===== src/wsd_pkg.sv =====
// shared types, constants and ring helpers for the work-stealing deque block
package wsd_pkg;

    localparam int MAX_WORKERS = 16;
    localparam int DEQUE_DEPTH = 1024;
    localparam int OUT_MAX     = 16384;

    localparam int WID_W  = 4;                       // worker id field width
    localparam int IDX_W  = $clog2(DEQUE_DEPTH);     // slot index width
    localparam int ADDR_W = WID_W + IDX_W;           // task store address width
    localparam int CFG_W  = 5;
    localparam int CNT_W  = 15;
    localparam int TASK_W = 32;

    typedef enum logic [1:0] {
        OP_PUSH  = 2'd0,
        OP_TAKE  = 2'd1,
        OP_DONE  = 2'd2,
        OP_CLEAR = 2'd3
    } opcode_t;

    typedef enum logic [1:0] {
        STAT_OK    = 2'd0,
        STAT_FULL  = 2'd1,
        STAT_EMPTY = 2'd2,
        STAT_BADID = 2'd3
    } status_t;

    typedef enum logic [1:0] {
        S_IDLE,
        S_PTR,
        S_DONE
    } state_t;

    typedef struct packed {
        logic [IDX_W-1:0] head;
        logic [IDX_W-1:0] tail;
    } ptr_t;

    typedef struct packed {
        logic             en;
        logic [WID_W-1:0] addr_a;
        logic [WID_W-1:0] addr_b;
    } ptr_rd_t;

    typedef struct packed {
        logic             en;
        logic [WID_W-1:0] addr;
        ptr_t             data;
    } ptr_wr_t;

    function automatic logic [IDX_W-1:0] ring_next(input logic [IDX_W-1:0] i);
        if (int'(i) + 1 >= DEQUE_DEPTH) begin
            return '0;
        end
        return IDX_W'(int'(i) + 1);
    endfunction

    function automatic logic [IDX_W-1:0] ring_prev(input logic [IDX_W-1:0] i);
        if (i == '0) begin
            return IDX_W'(DEQUE_DEPTH - 1);
        end
        return IDX_W'(int'(i) - 1);
    endfunction

endpackage


===== src/wsd_ptr_ram.sv =====
// head/tail pointer store, two read ports, one write port, per-entry valid bits
module wsd_ptr_ram
    import wsd_pkg::*;
(
    input  logic    aclk,
    input  logic    aresetn,
    input  ptr_rd_t rd_req,
    input  ptr_wr_t wr_req,
    output ptr_t    rd_a,
    output ptr_t    rd_b
);

    localparam int DEPTH = 2**WID_W;

    ptr_t             mem [DEPTH];
    logic [DEPTH-1:0] vld_reg;
    logic [DEPTH-1:0] vld_next;
    ptr_t             rd_a_reg;
    ptr_t             rd_b_reg;
    logic             rd_a_vld_reg;
    logic             rd_b_vld_reg;

    // an entry never written reads as zero pointers
    always_comb begin
        vld_next = vld_reg;
        if (wr_req.en) begin
            vld_next[wr_req.addr] = 1'b1;
        end
    end

    always_ff @(posedge aclk) begin
        if (!aresetn) begin
            vld_reg <= '0;
        end else begin
            vld_reg <= vld_next;
        end
    end

    always_ff @(posedge aclk) begin
        if (wr_req.en) begin
            mem[wr_req.addr] <= wr_req.data;
        end
    end

    always_ff @(posedge aclk) begin
        if (rd_req.en) begin
            rd_a_reg     <= mem[rd_req.addr_a];
            rd_b_reg     <= mem[rd_req.addr_b];
            rd_a_vld_reg <= vld_reg[rd_req.addr_a];
            rd_b_vld_reg <= vld_reg[rd_req.addr_b];
        end
    end

    assign rd_a = rd_a_vld_reg ? rd_a_reg : '0;
    assign rd_b = rd_b_vld_reg ? rd_b_reg : '0;

endmodule

===== config.mk =====
export PLATFORM = sky130hd
export DESIGN_NAME = wsd_ptr_ram
export DESIGN_NICKNAME = d
export VERILOG_FILES = /design/src/wsd_pkg.sv /design/src/wsd_ptr_ram.sv
export SDC_FILE = /design/constraint.sdc
export NUM_CORES = 1
export LEC_CHECK = 0
export BUFFER_PORTS_ARGS = -buffer_cell sky130_fd_sc_hd__buf_2
export CAP_MARGIN = 30
export CORE_MARGIN = 5
export CORE_UTILIZATION = 45
export DETAILED_ROUTE_END_ITERATION = 6
export GPL_TIMING_DRIVEN = 1
export SYNTH_ARGS = -nofsm -noshare
export SYNTH_HDL_FRONTEND = slang
export SYNTH_SLANG_ARGS = --single-unit

===== constraint.sdc =====
create_clock -name aclk -period 2.9 [get_ports aclk]
set_clock_uncertainty 0.2 [all_clocks]
set_input_delay 0.435 -clock aclk [delete_from_list [all_inputs] [get_ports aclk]]
set_output_delay 0.435 -clock aclk [all_outputs]
set_load 0.005 [all_outputs]

**Word level (Yosys, flattened, before mapping)**

Memory sizes are Yosys's and may differ from the RTL's. A register that Yosys moved wholly into a read port is not among the register bits.
Cells that the tools add are included.

- Flip-flop bits (word level): 18
- RAM bits: 320
- Input port bits: 36
- Output and inout bits: 40
- Word-level logic and storage cells: 20
- Memories kept: 1

- Magnitude comparators: 4
- Mux-type cells: 10
- Bitwise gates (word level): 1
- Reductions and logical operators: 1

Memories:

| name | words | bits a word | read ports | clocked after memory_dff | wr ports | line | RTL |
|---|---|---|---|---|---|---|---|
| mem | 16 | 20 | 2 | 2 | 1 | wsd_ptr_ram.sv:15 | `ptr_t mem [DEPTH];` |

Operators by type and width:

| cell | number |
|---|---|
| 2-to-1 mux 20 bit | 2 |
| bitwise OR 16 bit | 1 |
| < comparator 4 x 5 -> 1 bit (second input constant) | 3 |
| binary-select mux 1 bit (select 4 bit) | 2 |
| 2-to-1 mux 1 bit | 5 |
| demux 1 bit (select 4 bit) | 1 |
| greater-or-equal comparator 4 x 1 -> 1 bit (second input constant) | 1 |
| logical AND 1 bit | 1 |

**Longest topological paths before layout**

Gate-level depths: netlist (run 1).

- Depth in word-level cells: 5
- Gate-level depth with buffers: 5
- Depth with buffers taken out: 3

**Least setup slack after synthesis (run 1)**

No wires, ideal clock.

- Kind: input-to-reg
- From: in wr_req[22] in the netlist's numbering
- To: mem mem[0][0] in the netlist's numbering (enable)
- Setup time: 425 ps
- Arrival: 2399 ps
- Data required time: 2275 ps
- Slack: -124 ps
- Stages: 2
- Path buffers: 0
- Cell sequence: or3b_2 nor3_1

RTL lines:

| what | line | RTL |
|---|---|---|
| start, declared | wsd_ptr_ram.sv:8 | `input ptr_wr_t wr_req,` |
| end, declared | wsd_ptr_ram.sv:15 |  |

No word-level cell before the write port.

==> flow_summary_export.csv, run 1 <==
group,metric,value,unit
timing,fin_crit_sh,80.30,%
cells_and_area,fill_cells,2872,
floorplan,core-area,36520,um^2
drt,drt_iter0_markers,851,
placed_design,hpwlAfterDp,22.93,mm
power_and_ir_drop,irDropWorstVdd,334.2,uV
cells_and_area,multi_input_area,5189,um^2
timing,holdWs,0.09062,ns
worst_setup_path,critPathKind,"reg2out",
yosys,synthXorXnorAreaFrac,0,%
global_routing,grt_use_total,20.65,%
yosys,synth-seq-area-share,67.44,%
min_path,min_to,"mem[6][15]$_DFFE_PP_",
clocking,insertion_delay,0.52,ns
global_routing,grt_start_max_net_pins,49,
worst_setup_path,reg2reg_slack,1.18,ns
global_routing,grt_pass1_wl,61.90,mm
clocking,cts_hold_buf,0,
outcome,status,"finished, final reports clean",
drt,dr_total_vias,8946,
floorplan,die_h,202.0,um
clocking,cts.repair.resized,0,
cells_and_area,nets,960,
yosys,synth_area,16590,um^2
min_path,whs_path_depth,1,
drt,drt_first_pass_iters,5,
drt,ant_nets,0,
floorplan,start_util,45.43,%
clocking,postCtsSetupRepairBufs,0,
worst_setup_path,start_kind,"flop",
drt,post_drt_wl_per_cell,29.66,um
yosys,muxShareOfSynthArea,22.80,%
cells_and_area,regArea,11190,um^2
timing,period_needed,2.329,ns
yosys,synth.ff_latch_count,378,
worst_setup_path,endpoint_kind,"output pin",
global_routing,globalRouteOverflowTotal,0,
timing,tightest_slew,0.8850,ns
floorplan,num_rows,70,
yosys,avgSynthCellArea,20.31,um^2
timing,setup_viol,0,
floorplan,die_w,202.0,um
yosys,syn_inst,817,
drt,met1Wirelength,18.57,mm
drt,routed_wl,42.12,mm
worst_setup_path,timing.rr.end,"rd_b_reg[8]$_DFFE_PP_",
yosys,synth_adder_area_share,0,%
placed_design,gp_congestion,0.7201,
cells_and_area,largest_reg_flops,320,
yosys,yosys_warnings,0,
clocking,cts_root_buf,"clkbuf_16",
drt,routed_via_density,6.300,
global_routing,grt_pass1_vias,9394,
floorplan,io_pins,76,
global_routing,antenna_found_initial,2,
timing,finalMaxSlewViolations,0,
clocking,tritoncts,"yes",
yosys,synth_simple_gate_area_share,3.393,%
cells_and_area,drive_gt1_share,38.13,%
yosys,synth.distinct_cells,18,
worst_setup_path,cp_max_fo,17,
worst_setup_path,arrival,1.69,ns
placed_design,placement.io_buffers,75,
min_path,hold_path.startpoint,"wr_req[15]",
power_and_ir_drop,p_leak,6.307,nW
timing,tns,0,ns
cells_and_area,diodes,0,
drt,drc_errors,0,
timing,final_hold_viol_count,0,
yosys,synth_compound_area_share,4.524,%
run,cap_violations,0,
min_path,min-delay-path-class,"in2reg",
clocking,cts_sinks,378,
clocking,numCtsBuffers,40,
clocking,clockBufferDepth,3,
cells_and_area,area.growth.synth_to_final,15.26,%
cells_and_area,finish.utilization,52.37,%
clocking,clk_pin_slew,0.06,ns
power_and_ir_drop,power_density,619.7,nW/um^2
worst_setup_path,rr_worst_depth,3,
drt,routed.top_layer,"met5",
timing,timing.fmax,0.4294,GHz
worst_setup_path,r2r-start,"mem[0][8]$_DFFE_PP_",
drt,met3_length,2.557,mm
yosys,syn_nets,853,
yosys,synth_top_family_by_area,"multiplexers",
drt,wl_met2,20.28,mm
floorplan,die_area,40810,um^2
timing,rsz0062_at_grt,"no",
clocking,htree_levels,2,
worst_setup_path,required,2.27,ns
timing,maxSlewHeadroom,41.00,%
[metal layers]
metal  GRT usage (%)  up-vias
met1           30.56     4865
met5               0        -
met3           2.952       50
met4           4.370        2
met2           33.27      318
li1                -     3711
[through the flow]
| step | power (mW) | cells | cell area [um^2] | worst slack [ns] |
|---|---|---|---|---|
| floorplan | 6.856 | 817 | 16600 | 0.1763 |
| global placement | 7.244 | 1350 | 17930 | 0.5359 |
| detailed placement | 7.252 | 1350 | 17930 | 0.5350 |
| CTS | 11.96 | 1420 | 19130 | 0.4916 |
| global route | 12.26 | 1420 | 19130 | 0.4840 |
| finish | 11.85 | 1420 | 19130 | 0.5713 |
[worst max-delay path, stage by stage (launching register included)]
cell	delay [ns]
edfxtp_1	0.50
buf_4	0.35
and2_1	0.20
buf_2	0.12
[final cells by class]
cell class	instances	area share [%]
Multi-Input combinational cell	381	27.13
Timing Repair Buffer	123	5.050
Clock inverter	21	0.7262
Tap cell	468	3.062
Clock buffer	49	5.521
Sequential cell	378	58.51
[worst max path at each step]
stage                                 from                     end  slack (ns)
global route        rd_a_vld_reg$_DFFE_PP_                rd_a[17]        0.48
detailed placement               rd_req[4]  rd_a_reg[11]$_DFFE_PP_        0.54
CTS                 rd_a_vld_reg$_DFFE_PP_                rd_a[17]        0.49
global placement                 rd_req[4]  rd_a_reg[11]$_DFFE_PP_        0.54
floorplan                       wr_req[22]     mem[8][0]$_DFFE_PP_        0.18
finish              rd_a_vld_reg$_DFFE_PP_                rd_a[17]        0.57
[synthesized netlist by cell type (all sizes together)]
cell type	instances	share of area (%)
o21a	16	0.72
buf	30	1.2
nand2b	2	0.075
edfxtp	362	66
mux4	168	23
nand3b	2	0.090
a22oi	84	3.8
and2	42	1.6
dfxtp	16	1.9
nand2	43	0.97
nand3	1	0.030
nor2b	4	0.15
clkbuf	28	0.63
nor3	4	0.12
nor2	14	0.32
or3b	1	0.053
[power breakdown]
| group | switching (mW) | internal, mW |
|---|---|---|
| Combinational | 0.499 | 0.420 |
| Sequential | 0.0611 | 6.15 |
| Clock | 1.98 | 2.75 |
| Total | 2.54 | 9.32 |
[layout by cell type (no fill, tap or decap), drive strengths merged]
| cell | instances |
|---|---|
| edfxtp | 362 |
| mux4 | 168 |
| buf | 123 |
| a22oi | 84 |
| clkbuf | 49 |
| nand2 | 43 |
| and2 | 42 |
| clkinv | 19 |
| o21a | 16 |
| dfxtp | 16 |
| nor2 | 14 |
| nor2b | 4 |
| nor3 | 4 |
| nand3b | 2 |
| nand2b | 2 |
| bufinv | 2 |
| nand3 | 1 |
| or3b | 1 |
[cell families after synthesis]
kind of cell | after synthesis
flops | 378
buf+inv | 58
simple gates | 113
mux | 168
compound gates | 100
(Power assumes the default switching activity.)
==> run 2: changes to the inputs <==
==> constraint.sdc (replaced) <==
create_clock -name aclk -period 2 [get_ports aclk]
set_clock_uncertainty 0.2 [all_clocks]
set_input_delay 0.3 -clock aclk [delete_from_list [all_inputs] [get_ports aclk]]
set_output_delay 0.3 -clock aclk [all_outputs]
set_load 0.005 [all_outputs]
==> run 2 against run 1 <==
Against the previous run:
- count of clock-buffer cells in the layout is 9 higher
- combinational power is 58% higher
- power increased by 52%
- critical path type unchanged
- largest power group unchanged
==> flow_summary_export.csv, run 2 (synthesized netlist as in run 1, its figures left out) <==
group,metric,value,unit
placed_design,dpl_cell_area,18400,um^2
cells_and_area,largest_reg_flops,320,
timing,finalMaxSlewViolations,0,
run,cap_violations,0,
global_routing,antenna_found_initial,1,
clocking,cts_sinks,378,
timing,rsz0062_at_grt,"yes",
min_path,min-delay-path-class,"in2reg",
timing,tns,0,ns
power_and_ir_drop,irDropWorstVdd,530.8,uV
clocking,clk_pin_slew,0.06,ns
drt,drc_errors,0,
cells_and_area,nets,1007,
worst_setup_path,start_kind,"flop",
clocking,insertion_delay,0.54,ns
placed_design,placement.io_buffers,75,
floorplan,io_pins,76,
power_and_ir_drop,p_leak,6.653,nW
worst_setup_path,crit_path_cell_trace,"buf_4, and2_1, buf_2",
clocking,htree_levels,2,
floorplan,num_rows,70,
global_routing,grt_pass1_wl,63.53,mm
timing,final_hold_viol_count,0,
floorplan,die_w,202.0,um
drt,post_drt_wl_per_cell,29.24,um
floorplan,start_util,45.43,%
worst_setup_path,slowest_delay,0.40,ns
floorplan,die_h,202.0,um
global_routing,globalRouteOverflowTotal,0,
cells_and_area,final_cell_mix,"edfxtp_1, mux4_2, a22oi_1",
power_and_ir_drop,power_density,903.5,nW/um^2
placed_design,hpwlAfterDp,26.07,mm
drt,ant_nets,0,
worst_setup_path,reg2reg_slack,0.32,ns
drt,routed_via_density,6.128,
clocking,tritoncts,"yes",
drt,drt_iter0_markers,882,
worst_setup_path,required,1.50,ns
worst_setup_path,cp_top_family,"flip-flops",
clocking,numCtsBuffers,41,
timing,maxSlewHeadroom,30.40,%
clocking,cts_root_buf,"clkbuf_16",
floorplan,core-area,36520,um^2
timing,timing.fmax,0.5098,GHz
timing,period_needed,1.961,ns
timing,fin_crit_sh,98.07,%
drt,drt_first_pass_iters,5,
global_routing,grt_start_max_net_pins,43,
global_routing,grt_use_total,21.13,%
cells_and_area,diodes,0,
worst_setup_path,critPathKind,"reg2out",
drt,dr_total_vias,9020,
cells_and_area,area.growth.synth_to_final,20.38,%
worst_setup_path,arrival,1.46,ns
drt,routed_wl,43.04,mm
cells_and_area,final_common_cell,"edfxtp_1",
placed_design,gp_congestion,0.7363,
global_routing,grt_pass1_vias,9583,
cells_and_area,fin_area,19980,um^2
timing,tightest_slew,1.039,ns
worst_setup_path,slowest_stage,"edfxtp_1",
clocking,clockBufferDepth,3,
worst_setup_path,crit_buf_inv,2,
worst_setup_path,cp_max_fo,7,
worst_setup_path,endpoint_kind,"output pin",
cells_and_area,drive_gt1_share,39.74,%
clocking,postCtsSetupRepairBufs,0,
timing,setup_viol,0,
floorplan,die_area,40810,um^2
outcome,status,"finished, final reports clean",
-- run 2: changes by cell type in the layout (fill, tap and decap cells not counted), sizes merged --
cell | previous run | this run
clkinv | 19 | 10
buf | 123 | 148
clkinvlp | 0 | 3
clkbuf | 49 | 58
bufinv | 2 | 4
dlygate4sd3 | 0 | 21
inv | 0 | 1
-- run 2: report_power, final --
| part | internal, mW | leakage (nW) | switching [mW] | total [mW] |
|---|---|---|---|---|
| Sequential | 8.92 | 3.44 | 0.0853 | 9.00 |
| Combinational | 0.689 | 2.56 | 0.759 | 1.45 |
| Clock | 4.58 | 0.655 | 3.02 | 7.60 |
-- run 2: worst paths after layout --
path / end / cells after the start / start
worst max-delay path: rd_b[1] / 3 / rd_b_vld_reg$_DFFE_PP_
worst min register to register: vld_reg[3]$_SDFFE_PN0P_ / 1 / vld_reg[3]$_SDFFE_PN0P_
worst max register to register: rd_a_reg[18]$_DFFE_PP_ / 3 / mem[11][18]$_DFFE_PP_
worst min-delay path: rd_b_reg[12]$_DFFE_PP_ / 2 / rd_req[8]
-- run 2: what timing repair did --
item                                    4_1_cts  5_1_grt
endpoints found under the hold margin       336        0
hold buffers                                 21        0
endpoints found under the setup margin        3        1
gates resized for setup                       3        0
gates cloned                                  0        0
-- run 2: routing by layer --
layer  wire length [um]  track usage (%)  vias up
met5                  0                0        -
met4                764            4.175        0
met3               2783            3.353       60
met2              21400            34.80      334
met1              18090            30.48     4813
li1                   -                -     3813
-- run 2: cell type report --
cell class / instances / area (um^2)
clock buffer: 58 / 1162
fill: 2780 / 16550
tap: 468 / 585.6
timing repair buffer: 169 / 1592
clock inverter: 18 / 195.2
multi-input combinational: 381 / 5250
sequential: 378 / 11190
-- run 2: worst reg2reg max path, stage by stage, from the launching register on --
cell and delay (ns):
edfxtp_1 0.38, mux4_2 0.50, a22oi_1 0.20, nand2_1 0.13
-- run 2: metrics by stage --
stage               total power [mW]  util [%]  hold slack, ns  setup WS [ns]  instances
floorplan                      9.944         -          0.1989        -0.3409        817
global placement               10.57     50.33          0.2628        -0.2128       1374
detailed placement             10.60     50.37          0.2704        -0.1471       1375
CTS                            18.17     54.69         0.08246        0.01942       1472
global route                   18.63     54.69         0.08714      -0.003593       1472
finish                         18.05     54.69         0.09296        0.03863       1472
